`config.mk`:
```
export PLATFORM = sky130hd
export DESIGN_NAME = char_lcd_nibble_interface
export DESIGN_NICKNAME = d
export VERILOG_FILES = /design/src/hdl/clcd_pkg.sv /design/src/hdl/clcd_datapath.sv /design/src/hdl/clcd_ctrl.sv /design/src/hdl/char_lcd_nibble_interface.sv
export VERILOG_INCLUDE_DIRS = /design/src /design/src/hdl
export SDC_FILE = /design/constraint.sdc
export NUM_CORES = 1
export LEC_CHECK = 0
export ABC_AREA = 1
export BUFFER_PORTS_ARGS = -buffer_cell sky130_fd_sc_hd__buf_4
export CORE_UTILIZATION = 45
export CTS_CLUSTER_SIZE = 20
export DETAILED_ROUTE_END_ITERATION = 8
export GPL_ROUTABILITY_DRIVEN = 1
export GPL_TIMING_DRIVEN = 0
export PLACE_DENSITY = 0.66
export SLEW_MARGIN = 20
export SYNTH_ARGS = -nofsm -noshare
export SYNTH_HDL_FRONTEND = slang
export SYNTH_SLANG_ARGS = --single-unit
export TNS_END_PERCENT = 1
```
`constraint.sdc`:
```
create_clock -name clk -period 7.2 [get_ports clk]
set_clock_uncertainty 0.05 [all_clocks]
set_input_delay 0.36 -clock clk [delete_from_list [all_inputs] [get_ports clk]]
set_output_delay 0.36 -clock clk [all_outputs]
set_load 0.005 [all_outputs]
```
`src/hdl/assert_macros.svh`:
```
// ----------------------------------------------------------------------------
// Assertion macros
// Shorthand for clocked implication checks, disabled while reset is active.
// ----------------------------------------------------------------------------
`ifndef ASSERT_MACROS_SVH
`define ASSERT_MACROS_SVH

// Same-cycle implication
`define ASSERT_IMPL(label, ante, cons, msg) \
	label: assert property (@(posedge clk) disable iff (!arst_n) (ante) |-> (cons)) \
		else $error(msg);

// Next-cycle implication
`define ASSERT_NEXT(label, ante, cons, msg) \
	label: assert property (@(posedge clk) disable iff (!arst_n) (ante) |=> (cons)) \
		else $error(msg);

`endif

```
`src/hdl/clcd_pkg.sv`:
```
// ----------------------------------------------------------------------------
// clcd_pkg
// Types, constants and phase functions for the 4-bit character LCD interface.
// ----------------------------------------------------------------------------
`default_nettype none

package clcd_pkg;

	// Request kinds
	typedef enum logic [1:0] {
		CMD_INIT  = 2'd0,
		CMD_INSTR = 2'd1,
		CMD_DATA  = 2'd2,
		CMD_LINE  = 2'd3
	} cmd_kind_t;

	typedef struct packed {
		cmd_kind_t   command;
		logic [7:0]  value_byte;
		logic [1:0]  line_index;
	} req_t;

	typedef struct packed {
		logic [3:0]  data_nibble;
		logic        register_select;
		logic        enable_pin;
		logic [6:0]  hold_ms;
		logic        last_phase;
	} phase_t;

	// Controller states
	typedef enum logic [1:0] {
		ST_IDLE,
		ST_LOAD,
		ST_EMIT
	} ctl_state_t;

	// Controller to datapath
	typedef struct packed {
		logic load_req;
		logic load_out;
	} ctl_cmd_t;

	// Datapath to controller
	typedef struct packed {
		logic last_shown;
	} ctl_status_t;

	// Sequence geometry
	localparam int NIBBLE_PHASES   = 3;
	localparam int BYTE_PHASES     = 2 * NIBBLE_PHASES;
	localparam int INIT_NIBBLES    = 4;
	localparam int INIT_BYTES      = 4;
	localparam int INIT_FIRST_BYTE = 1 + INIT_NIBBLES * NIBBLE_PHASES;
	localparam int INIT_PHASES     = INIT_FIRST_BYTE + INIT_BYTES * BYTE_PHASES;
	localparam int STEP_W          = $clog2(INIT_PHASES);

	// Position of a phase inside one nibble write
	localparam logic [1:0] SUB_STROBE  = 2'd1;
	localparam logic [1:0] SUB_RELEASE = 2'd2;

	// Hold times in ms
	localparam logic [6:0] HOLD_BASE     = 7'd1;
	localparam logic [6:0] HOLD_POWER_UP = 7'd100;
	localparam logic [6:0] EXTRA_NONE    = 7'd0;
	localparam logic [6:0] EXTRA_SHORT   = 7'd1;
	localparam logic [6:0] EXTRA_LONG    = 7'd4;
	localparam logic [6:0] EXTRA_DATA    = 7'd1;
	localparam logic [6:0] EXTRA_SETTLE  = 7'd10;

	// Instructions below this take the long execution time
	localparam logic [7:0] SLOW_INSTR_LIMIT = 8'h04;
	localparam logic [7:0] SET_DDRAM        = 8'h80;

	localparam logic [7:0] LINE_START [4] = '{8'h00, 8'h40, 8'h10, 8'h50};
	localparam logic [7:0] INIT_BYTE  [INIT_BYTES] = '{8'h28, 8'h08, 8'h01, 8'h06};
	localparam logic [3:0] INIT_NIBBLE [INIT_NIBBLES] = '{4'h3, 4'h3, 4'h3, 4'h2};
	localparam logic [6:0] INIT_NIBBLE_EXTRA [INIT_NIBBLES] =
		'{7'd10, 7'd1, 7'd1, 7'd10};

	function automatic logic [6:0] instr_extra(input logic [7:0] b);
		return (b < SLOW_INSTR_LIMIT) ? EXTRA_LONG : EXTRA_SHORT;
	endfunction

	// One phase of a nibble write: setup, strobe, release
	function automatic phase_t nibble_phase(input logic [3:0] nib, input logic rs,
			input logic [1:0] sub, input logic [6:0] extra);
		phase_t p;
		p.data_nibble     = nib;
		p.register_select = rs;
		p.enable_pin      = (sub == SUB_STROBE);
		p.hold_ms         = (sub == SUB_RELEASE) ? 7'(HOLD_BASE + extra) : HOLD_BASE;
		p.last_phase      = 1'b0;
		return p;
	endfunction

	// One phase of a byte write: high nibble first, trailing delay on the last
	function automatic phase_t byte_phase(input logic [7:0] b, input logic rs,
			input logic [2:0] u, input logic [6:0] extra);
		phase_t p;
		if (u < 3'(NIBBLE_PHASES)) begin
			p = nibble_phase(b[7:4], rs, u[1:0], EXTRA_NONE);
		end else begin
			p = nibble_phase(b[3:0], rs, 2'(u - 3'(NIBBLE_PHASES)), extra);
		end
		return p;
	endfunction

	// Power-up sequence phase by step
	function automatic phase_t init_phase(input logic [STEP_W-1:0] s);
		phase_t p;
		logic [STEP_W-1:0] t;
		logic [1:0] k;
		logic [7:0] b;
		if (s == '0) begin
			p = '0;
			p.hold_ms = HOLD_POWER_UP;
		end else if (s < STEP_W'(INIT_FIRST_BYTE)) begin
			t = STEP_W'(s - 1'b1);
			k = (t >= STEP_W'(3 * NIBBLE_PHASES)) ? 2'd3 :
			    (t >= STEP_W'(2 * NIBBLE_PHASES)) ? 2'd2 :
			    (t >= STEP_W'(NIBBLE_PHASES))     ? 2'd1 : 2'd0;
			p = nibble_phase(INIT_NIBBLE[k], 1'b0,
				2'(t - STEP_W'(k) * STEP_W'(NIBBLE_PHASES)), INIT_NIBBLE_EXTRA[k]);
		end else begin
			t = STEP_W'(s - STEP_W'(INIT_FIRST_BYTE));
			k = (t >= STEP_W'(3 * BYTE_PHASES)) ? 2'd3 :
			    (t >= STEP_W'(2 * BYTE_PHASES)) ? 2'd2 :
			    (t >= STEP_W'(BYTE_PHASES))     ? 2'd1 : 2'd0;
			b = INIT_BYTE[k];
			p = byte_phase(b, 1'b0, 3'(t - STEP_W'(k) * STEP_W'(BYTE_PHASES)),
				7'(instr_extra(b) + EXTRA_SETTLE));
		end
		p.last_phase = (s == STEP_W'(INIT_PHASES - 1));
		return p;
	endfunction

	// Phase for any request kind at a given step
	function automatic phase_t phase_of(input req_t r, input logic [STEP_W-1:0] s);
		phase_t p;
		logic [7:0] b;
		b = SET_DDRAM | LINE_START[r.line_index];
		unique case (r.command)
			CMD_INIT:  p = init_phase(s);
			CMD_INSTR: p = byte_phase(r.value_byte, 1'b0, s[2:0], instr_extra(r.value_byte));
			CMD_DATA:  p = byte_phase(r.value_byte, 1'b1, s[2:0], EXTRA_DATA);
			CMD_LINE:  p = byte_phase(b, 1'b0, s[2:0], instr_extra(b));
			default:   p = '0;
		endcase
		if (r.command != CMD_INIT) begin
			p.last_phase = (s == STEP_W'(BYTE_PHASES - 1));
		end
		return p;
	endfunction

endpackage

`default_nettype wire

```
`src/hdl/clcd_datapath.sv`:
```
// ----------------------------------------------------------------------------
// clcd_datapath
// Request register, phase step counter and output word register.
// ----------------------------------------------------------------------------
`default_nettype none

module clcd_datapath import clcd_pkg::*; (
	input  wire logic        clk,
	input  wire logic        arst_n,
	input  wire ctl_cmd_t    cmd,
	input  wire req_t        req,
	output ctl_status_t      status,
	output phase_t           phase
);

	logic [STEP_W-1:0] step_q;
	req_t              req_q;
	phase_t            phase_q;

	// Clear the step on a new request, advance it per loaded word
	always_ff @(posedge clk or negedge arst_n) begin
		if (!arst_n) begin
			step_q <= '0;
		end else if (cmd.load_req) begin
			step_q <= '0;
		end else if (cmd.load_out) begin
			step_q <= STEP_W'(step_q + 1'b1);
		end
	end

	// Hold the request and the word on show
	always_ff @(posedge clk) begin
		if (cmd.load_req) begin
			req_q <= req;
		end
		if (cmd.load_out) begin
			phase_q <= phase_of(req_q, step_q);
		end
	end

	assign status.last_shown = phase_q.last_phase;
	assign phase             = phase_q;

endmodule

`default_nettype wire

```
`src/hdl/clcd_ctrl.sv`:
```
// ----------------------------------------------------------------------------
// clcd_ctrl
// Sequencer: takes one request, then steps words out until the last one goes.
// ----------------------------------------------------------------------------
`default_nettype none

module clcd_ctrl import clcd_pkg::*; (
	input  wire logic        clk,
	input  wire logic        arst_n,
	input  wire logic        req_valid,
	output logic             req_stall,
	output logic             phase_valid,
	input  wire logic        phase_stall,
	output ctl_cmd_t         cmd,
	input  wire ctl_status_t status
);

	ctl_state_t state_q, state_d;

	always_ff @(posedge clk or negedge arst_n) begin
		if (!arst_n) begin
			state_q <= ST_IDLE;
		end else begin
			state_q <= state_d;
		end
	end

	// Next state
	always_comb begin
		state_d = state_q;
		unique case (state_q)
			ST_IDLE: begin
				if (req_valid) begin
					state_d = ST_LOAD;
				end
			end
			ST_LOAD: begin
				state_d = ST_EMIT;
			end
			ST_EMIT: begin
				if (!phase_stall && status.last_shown) begin
					state_d = ST_IDLE;
				end
			end
			default: state_d = ST_IDLE;
		endcase
	end

	// Outputs: latch the request, load the next word when the current one goes
	always_comb begin
		req_stall    = 1'b1;
		phase_valid  = 1'b0;
		cmd.load_req = 1'b0;
		cmd.load_out = 1'b0;
		unique case (state_q)
			ST_IDLE: begin
				req_stall    = 1'b0;
				cmd.load_req = req_valid;
			end
			ST_LOAD: begin
				cmd.load_out = 1'b1;
			end
			ST_EMIT: begin
				phase_valid  = 1'b1;
				cmd.load_out = !phase_stall && !status.last_shown;
			end
			default: begin
				req_stall = 1'b1;
			end
		endcase
	end

endmodule

`default_nettype wire

```
`src/hdl/char_lcd_nibble_interface.sv`:
```
// ----------------------------------------------------------------------------
// char_lcd_nibble_interface
// 4-bit character LCD driver: one request becomes a run of timed pin words.
// First word: the request is latched in ST_IDLE, its word loaded in ST_LOAD and shown in ST_EMIT.
// Throughput: one word per cycle while not stalled; 6 words for a byte request,
// 37 for the power-up sequence; next request taken the cycle after the last word.
// Reset: asynchronous, clears the sequencer and step counter; no clearing pass.
// ----------------------------------------------------------------------------
`default_nettype none

`include "assert_macros.svh"

module char_lcd_nibble_interface import clcd_pkg::*; (
	input  wire logic   clk,
	input  wire logic   arst_n,
	input  wire logic   req_valid,
	output logic        req_stall,
	input  wire req_t   req,
	output logic        phase_valid,
	input  wire logic   phase_stall,
	output phase_t      phase
);

	ctl_cmd_t    cmd;
	ctl_status_t status;

	// Sequencer
	clcd_ctrl u_ctrl (
		.clk         (clk),
		.arst_n      (arst_n),
		.req_valid   (req_valid),
		.req_stall   (req_stall),
		.phase_valid (phase_valid),
		.phase_stall (phase_stall),
		.cmd         (cmd),
		.status      (status)
	);

	// Request and word registers
	clcd_datapath u_datapath (
		.clk    (clk),
		.arst_n (arst_n),
		.cmd    (cmd),
		.req    (req),
		.status (status),
		.phase  (phase)
	);

	// One request at a time
	`ASSERT_IMPL(a_busy_while_showing, phase_valid, req_stall,
		"request taken while a word is on show")
	// A new request shows nothing in the next cycle
	`ASSERT_NEXT(a_load_gap, req_valid && !req_stall, !phase_valid,
		"word shown straight after a request was taken")
	// No gap inside a request
	`ASSERT_NEXT(a_no_gap, phase_valid && !phase_stall && !phase.last_phase, phase_valid,
		"gap inside a run of words")
	// Release after the last word
	`ASSERT_NEXT(a_done_idle, phase_valid && !phase_stall && phase.last_phase,
		!phase_valid && !req_stall, "block not idle after the last word")

endmodule

`default_nettype wire

```
==> results of run 1 <==
[final cells by class]
class                      count  area [sq um]  share of cell area [%]
multi-input combinational    171           938                    38.5
buffer                         3          22.5                   0.923
clock buffer                   5          68.8                    2.82
tap                           52          65.1                    2.67
clock inverter                 3          42.5                    1.74
inverter                      39           146                    6.00
sequential                    32           921                    37.7
timing repair buffer          31           235                    9.64
[report_power, final]
part           leakage (nW)  internal (W)  switching [W]
clock network        0.0541      0.000102      0.0000652
registers             0.331      0.000274      0.0000297
logic                 0.777      0.000183       0.000300
total                  1.16      0.000560       0.000395
[worst paths after layout]
check / endpoint / slack (ns) / depth (start not counted)
max in group asynchronous: u_datapath.step_q[4]$_DFFE_PN0P_ / 6.60 / 2
worst max register to register: u_datapath.phase[1]$_DFFE_PP_ / 3.76 / 15
min in group asynchronous: u_ctrl.state_q[0]$_DFFE_PN0P_ / 0.37 / 2
worst max-delay path: u_datapath.phase[1]$_DFFE_PP_ / 3.76 / 15
worst min register to register: u_ctrl.state_q[1]$_DFFE_PN0P_ / 0.48 / 2
worst min-delay path: u_datapath.req_q[2]$_DFFE_PP_ / 0.20 / 1
[layer usage]
metal / vias up / wire length (um) / GRT usage [%]
li1: 882 / - / -
met1: 753 / 1850 / 22.5
met2: 41 / 1890 / 30.6
met3: 6 / 224 / 4.39
met4: 0 / 44 / 9.30
met5: - / 0 / 0
[sequential cells by signal, indices dropped and copies added (netlist names)]
register / cells
u_datapath.req_q: 12
u_datapath.phase: 11
u_datapath.step_q: 6
u_ctrl.state_q: 2
u_datapath.status: 1
[logic make-up after synthesis]
logic type                 count (synthesis)
AOI/OAI and AO/OA                         37
other                                      1
and+or+nand+nor                          113
adders and majority gates                 16
xor gates and xnor gates                   4
buffers and inverters                     42
DFF                                       32
[worst max-delay path, stage by stage, from the launching register on]
cell	delay [ns]
dfrtp_1	0.54
inv_1	0.27
ha_1	0.36
nor2_1	0.15
xor2_1	0.21
nand3_1	0.21
o21ai_1	0.22
inv_1	0.07
ha_1	0.32
xor2_1	0.17
nand2_1	0.08
nand2_1	0.08
a21oi_1	0.24
a21oi_1	0.11
nand2_1	0.06
nand2_1	0.06
[cells in the final DEF (no fill, tap or decap), drive strengths merged, types with 8 or more instances in the layout]
cell type and n:
nand2 57, edfxtp 24, nor2 26, o21ai 19
buf 33, a21oi 11, ha 16, dfrtp 8
nand3 21, inv 39
[stage by stage]
step / total power, W / area (sq um) / setup slack, ns / std cells / hold WS (ns)
floorplan: 0.000641 / 2030 / 4.31 / 245 / 0.0144
global placement: 0.000779 / 2320 / 3.81 / 327 / 0.134
detailed placement: 0.000792 / 2320 / 3.75 / 327 / 0.135
CTS: 0.000965 / 2440 / 3.75 / 336 / 0.186
global route: 0.00104 / 2440 / 3.47 / 336 / 0.183
finish: 0.000955 / 2440 / 3.76 / 336 / 0.198
==> results by group, run 1 <==
Logic synthesis
  – Avg Inst Size Synth: 8.28 sq um
  – Asr flop ratio synth: 25.0%
  – Yosys warnings: 0
  – Syn_nets: 277
  – Most numerous cell in the Yosys netlist: nand2_1
  – Post-synth EDFFs: 24
  – Share of the synthesized area in the top cell type: about 36%
  – Mux share of post-synthesis cell area: 0%
  – Xor/xnor share of the synthesized area: 1.73%
  – Yosys cell types: 29
  – Post-Synth Simple-Gate Area: 24.2%
  – Post-synthesis compound-gate area fraction: 10.3%
  – Main area contributors after synthesis: edfxtp_1 36%, dfrtp_1 9.9%, ha_1 9.9%
  – Synth top cells by count: 53 x nand2_1, 35 x inv_1, 24 x edfxtp_1, 24 x nor2_1, 20 x nand3_1
  – Largest family of logic cells by synthesized area: simple AND/OR/NAND/NOR gates
  – Main synth FF type: edfxtp_1
  – Synth Register Bits: 32
  – Register area share after synthesis: between 40% and 50%
  – Adder-Cell Fraction of Synth Area: around a tenth
  – Synthesized area: 2030 sq um
  – Post-Synthesis Cells: 245
  – Largest area contributor in the netlist: edfxtp_1

Hold path
  – Hold_sp: req[2]
  – Worst Hold Class: primary input to register

Global route
  – Pin count of the biggest net entering global routing: 16
  – First-pass GRT wire length: around 7000 um
  – Antenna violations before repair: 0
  – Gr usage total: 18.5%
  – Vias in the first global route: 1,634
  – Grt total ovfl: 0

Finish
  – Final #Nets: between 300 and 400
  – Fin util: 56.0%
  – Area growth from synthesis to layout: 20.3%
  – Share of cells above drive strength 1: a little under a fifth
  – # diodes: 0
  – Fill cell count: 404

Setup path
  – Worst setup path start: u_datapath.step_q[0]$_DFFE_PN0P_
  – Critical-path maximum fanout: 9
  – R2r startpoint: u_datapath.step_q[0]$_DFFE_PN0P_
  – Startpoint types: register
  – CP arrival: between 3 and 4 ns
  – Setup crit end kind: register
  – Critical path class: register to register
  – Critical Path RT: ~7.2 ns

Place
  – Number of I/O port buffers: 30
  – Gpl congestion: 0.859
  – DP HPWL: roughly 3000 um

Routing
  – DRC: 0
  – Vias: 1,682
  – Starting DRT DRC Count: 104
  – Total wire length: 4010 um
  – ANT nets after route: 0
  – DR pass1 iterations: 4
  – Vias per inst: 5.01
  – Wirelength per Cell: 11.9 um

Clocking
  – Clk pin slew, worst setup/hold paths: 0.07 ns
  – Postcts setup bufs: 0
  – Number of clock sinks: 32
  – Root buffer cell: clkbuf_8
  – TritonCTS buffer count: 5
  – CTS tree: yes
  – Clock Latency Late Sink: 0.28 ns
  – Max Root-Sink Buffers: 2
  – Post-CTS sizing: 0
  – H-tree depth: 2
  – Cts hold-fix bufs: 1

STA
  – Fmax: 291 MHz
  – Fin crit share: between 40 and 50%
  – Slew Viols, Final: 0
  – Worst-margin pin slew: 0.590 ns
  – Max_slew headroom: 60.7%
  – Final Hold Vio Count: 0
  – Tmin final: 3.44 ns
  – Final setup TNS: 0 ns
  – Final setup viols: 0
  – RSZ-0062 raised after global routing: no

Floorplanning
  – Chip width: 69.1 um
  – Die Ht: 69.1 um
  – Core ar.: 4350 sq um
  – Ports: 32
  – Std cell rows: 24
  – DIE AREA: 4780 sq um
  – Initial Utilization: 46.6%

Outcome
  – Status: finished, final reports clean

Pwr
  – Leak: 1.16 nW
  – PwrDens: 391 nW/um^2
  – Max VDD drop: 196 uV

Flow run
  – Max Cap Viol: 0
(Power assumes the default switching activity.)
==> inputs of run 2 (changes only) <==
==> constraint.sdc (replaced) <==
create_clock -name clk -period 3.5 [get_ports clk]
set_clock_uncertainty 0.05 [all_clocks]
set_input_delay 0.175 -clock clk [delete_from_list [all_inputs] [get_ports clk]]
set_output_delay 0.175 -clock clk [all_outputs]
set_load 0.005 [all_outputs]
==> run 2 against run 1 <==
Effect of this change:
- worst hold slack worse by 0.18 ns
- register-to-register slack got worse by 3.5 ns
- combinational power is 120% higher
- utilization increased by 2.7 points
- sequential power increased by 100%
- non-clock buffer count grew 13
- via count is 4.5% higher
- critical path type unchanged
- critical endpoint unchanged
==> results by group, run 2 (synthesized netlist as in run 1, its figures left out) <==
Setup path
  – Critical Path RT: 3.49 ns (-3.70 ns)
  – Critical-path maximum fanout: 6 (-3)
  – Critical path class: register to register
  – Worst r2r dst: u_datapath.phase[1]$_DFFE_PP_
  – R2r startpoint: u_datapath.step_q[1]$_DFFE_PN0P_
  – Startpoint types: register
  – CP arrival: 3.20 ns (-0.23 ns)
  – Worst setup path start: u_datapath.step_q[1]$_DFFE_PN0P_
  – Worst reg2reg setup slack: 0.30 ns (-3.46 ns)
  – Setup crit end kind: register
  – Reg2Reg Depth: 15 (unchanged)
  – Crit path to: u_datapath.phase[1]$_DFFE_PP_

Place
  – DP HPWL: 3080 um (unchanged)
  – Gpl congestion: 0.859 (unchanged)
  – Number of I/O port buffers: 30 (unchanged)
  – Placed instance area: 2320 sq um (unchanged)

Floorplanning
  – Ports: 32 (unchanged)
  – Chip width: 69.1 um (unchanged)
  – Initial Utilization: 46.6% (unchanged)
  – Die Ht: 69.1 um (unchanged)
  – Core ar.: 4350 sq um (unchanged)
  – DIE AREA: 4780 sq um (unchanged)
  – Std cell rows: 24 (unchanged)

Finish
  – Fin util: 58.7% (+2.7 points)
  – Fill cell count: 402 (-0.50%)
  – Number of flip-flops in the largest register: 12 (unchanged)
  – Final #Nets: 328 (+4.1%)
  – Final Cell Area: 2560 sq um (+4.8%)
  – Share of cells above drive strength 1: 21.2% (+2.2 points)
  – Reg area: 922 sq um (+0.14%)
  – Top reg by flops: u_datapath.req_q
  – Area growth from synthesis to layout: 26.1%
  – Commonest non-fill, non-tap cells in the layout: 53 x nand2_1, 40 x buf_4, 34 x inv_1
  – Commonest non-fill, non-tap cell in the layout: nand2_1
  – Area of the multi-input gates: 938 sq um (unchanged)
  – # diodes: 0 (unchanged)

Clocking
  – Clk pin slew, worst setup/hold paths: 0.07 ns (about the same)
  – H-tree depth: 2 (unchanged)
  – TritonCTS buffer count: 5 (unchanged)
  – Clock Latency Late Sink: 0.28 ns (about the same)
  – CTS tree: yes
  – Root buffer cell: clkbuf_8
  – Max Root-Sink Buffers: 2 (unchanged)
  – Number of clock sinks: 32 (unchanged)

Pwr
  – Max VDD drop: 411 uV (+110%)
  – Switch Pwr: 0.000829 W (+110%)
  – Clock power share: 17.1% (-0.4 points)
  – Net switching fraction of the power: 40.9% (-0.47 points)
  – Gate power share: 52.1% (+1.5 points)
  – Design Power: 0.00203 W (+110%)
  – Leak: 1.22 nW (+4.7%)
  – P_int: 0.00120 W (+110%)
  – Flop pwr share: 30.8% (-1.0 points)
  – PwrDens: 792 nW/um^2 (+100%)

STA
  – Slew Viols, Final: 0 (unchanged)
  – Fin crit share: 91.5% (+44 points)
  – Fmax: 312 MHz (+7.4%)
  – Final setup TNS: 0 ns (unchanged)
  – Final Hold Vio Count: 0 (unchanged)
  – RSZ-0062 raised after global routing: no
  – Final setup viols: 0 (unchanged)
  – Worst-margin pin slew: 0.595 ns (+0.00567 ns)
  – Tmin final: 3.20 ns (-0.238 ns)
  – Max_slew headroom: 60.3% (-0.38 points)

Global route
  – First-pass GRT wire length: 6960 um (unchanged)
  – Gr usage total: 18.5% (unchanged)
  – Grt total ovfl: 0 (unchanged)
  – Pin count of the biggest net entering global routing: 16 (unchanged)
  – Vias in the first global route: 1,634 (unchanged)
  – Antenna violations before repair: 0 (unchanged)

Routing
  – Total wire length: 4140 um (+3.3%)
  – Starting DRT DRC Count: 67 (-36%)
  – ANT nets after route: 0 (unchanged)
  – Vias: 1,757 (+4.5%)
  – DR pass1 iterations: 4 (unchanged)
  – Wirelength per Cell: 11.9 um (-0.56%)
  – Vias per inst: 5.03 (+0.57%)
  – DRC: 0 (unchanged)

Outcome
  – Status: finished, final reports clean

Hold path
  – Worst Hold Class: primary input to register

Flow run
  – Max Cap Viol: 0 (unchanged)
## run 2: cell types whose count changed in the layout (fill, tap and decap cells not counted), sizes merged
cell / before / now
dlygate4sd3: 1 / 7
inv: 39 / 38
buf: 33 / 40
clkinvlp: 1 / 2
## run 2: how the worst min path moves through the flow
stage	depth (start not counted)	startpoint	endpoint	slack, ns
after floorplan	0	arst_n	u_ctrl.state_q[0]$_DFFE_PN0P_	-0.17
after global placement	1	arst_n	u_ctrl.state_q[0]$_DFFE_PN0P_	-0.05
after detailed placement	1	arst_n	u_datapath.step_q[1]$_DFFE_PN0P_	-0.05
after CTS	1	req[2]	u_datapath.req_q[2]$_DFFE_PP_	0.001
after global routing	1	req[11]	u_datapath.req_q[11]$_DFFE_PP_	0.001
final	1	req[2]	u_datapath.req_q[2]$_DFFE_PP_	0.01
## run 2: repair_timing
item	in CTS	in global routing
hold endpoints to repair	8	6
setup endpoints to repair	0	9
hold buffers	1	6
resized for setup	0	2
buffers inserted	0	7
## run 2: area by class of cell
| class | instances | area share, % |
|---|---|---|
| well taps | 52 | 2.54 |
| multi-input cells | 171 | 36.7 |
| clock buffers | 5 | 2.69 |
| clock inverters | 3 | 1.66 |
| flip-flops and latches | 32 | 36.1 |
| inverters | 39 | 5.87 |
| plain buffers | 3 | 0.881 |
| repair buffers | 44 | 13.6 |
## run 2: power by group through the flow
stage	clock network, W	logic, W	registers, W
floorplan	0	0.000692	0.000627
global placement	0	0.000972	0.000632
detailed placement	0	0.000997	0.000633
CTS	0.000357	0.00100	0.000627
global route	0.000371	0.00119	0.000636
finish	0.000346	0.00106	0.000623
## run 2: layer usage
| layer | vias to the layer above | global-route usage, % | wire length, um |
|---|---|---|---|
| met2 | 41 | 30.6 | 1950 |
| met1 | 798 | 22.5 | 1950 |
| met5 | - | 0 | 0 |
| met3 | 10 | 4.39 | 157 |
| met4 | 0 | 9.30 | 90 |
| li1 | 908 | - | - |
## run 2: critical path, cell delays in order, from the launching register on
cell and delay (ns):
dfrtp_1 0.46, inv_1 0.17, ha_1 0.30, nor2_1 0.15
xor2_1 0.21, nand3_1 0.21, o21ai_1 0.22, inv_1 0.07
ha_1 0.32, xor2_1 0.17, nand2_1 0.08, nand2_1 0.08
a21oi_1 0.24, a21oi_1 0.11, nand2_1 0.06, nand2_1 0.06
## run 2: metrics by stage
stage | cells | hold WS [ns] | worst slack, ns
after floorplan | 245 | -0.171 | 0.612
after global placement | 327 | -0.0515 | 0.110
after detailed placement | 327 | -0.0498 | 0.0513
after CTS | 336 | 0.00130 | 0.0453
after global routing | 349 | 0.00116 | 0.0332
final | 349 | 0.0135 | 0.296
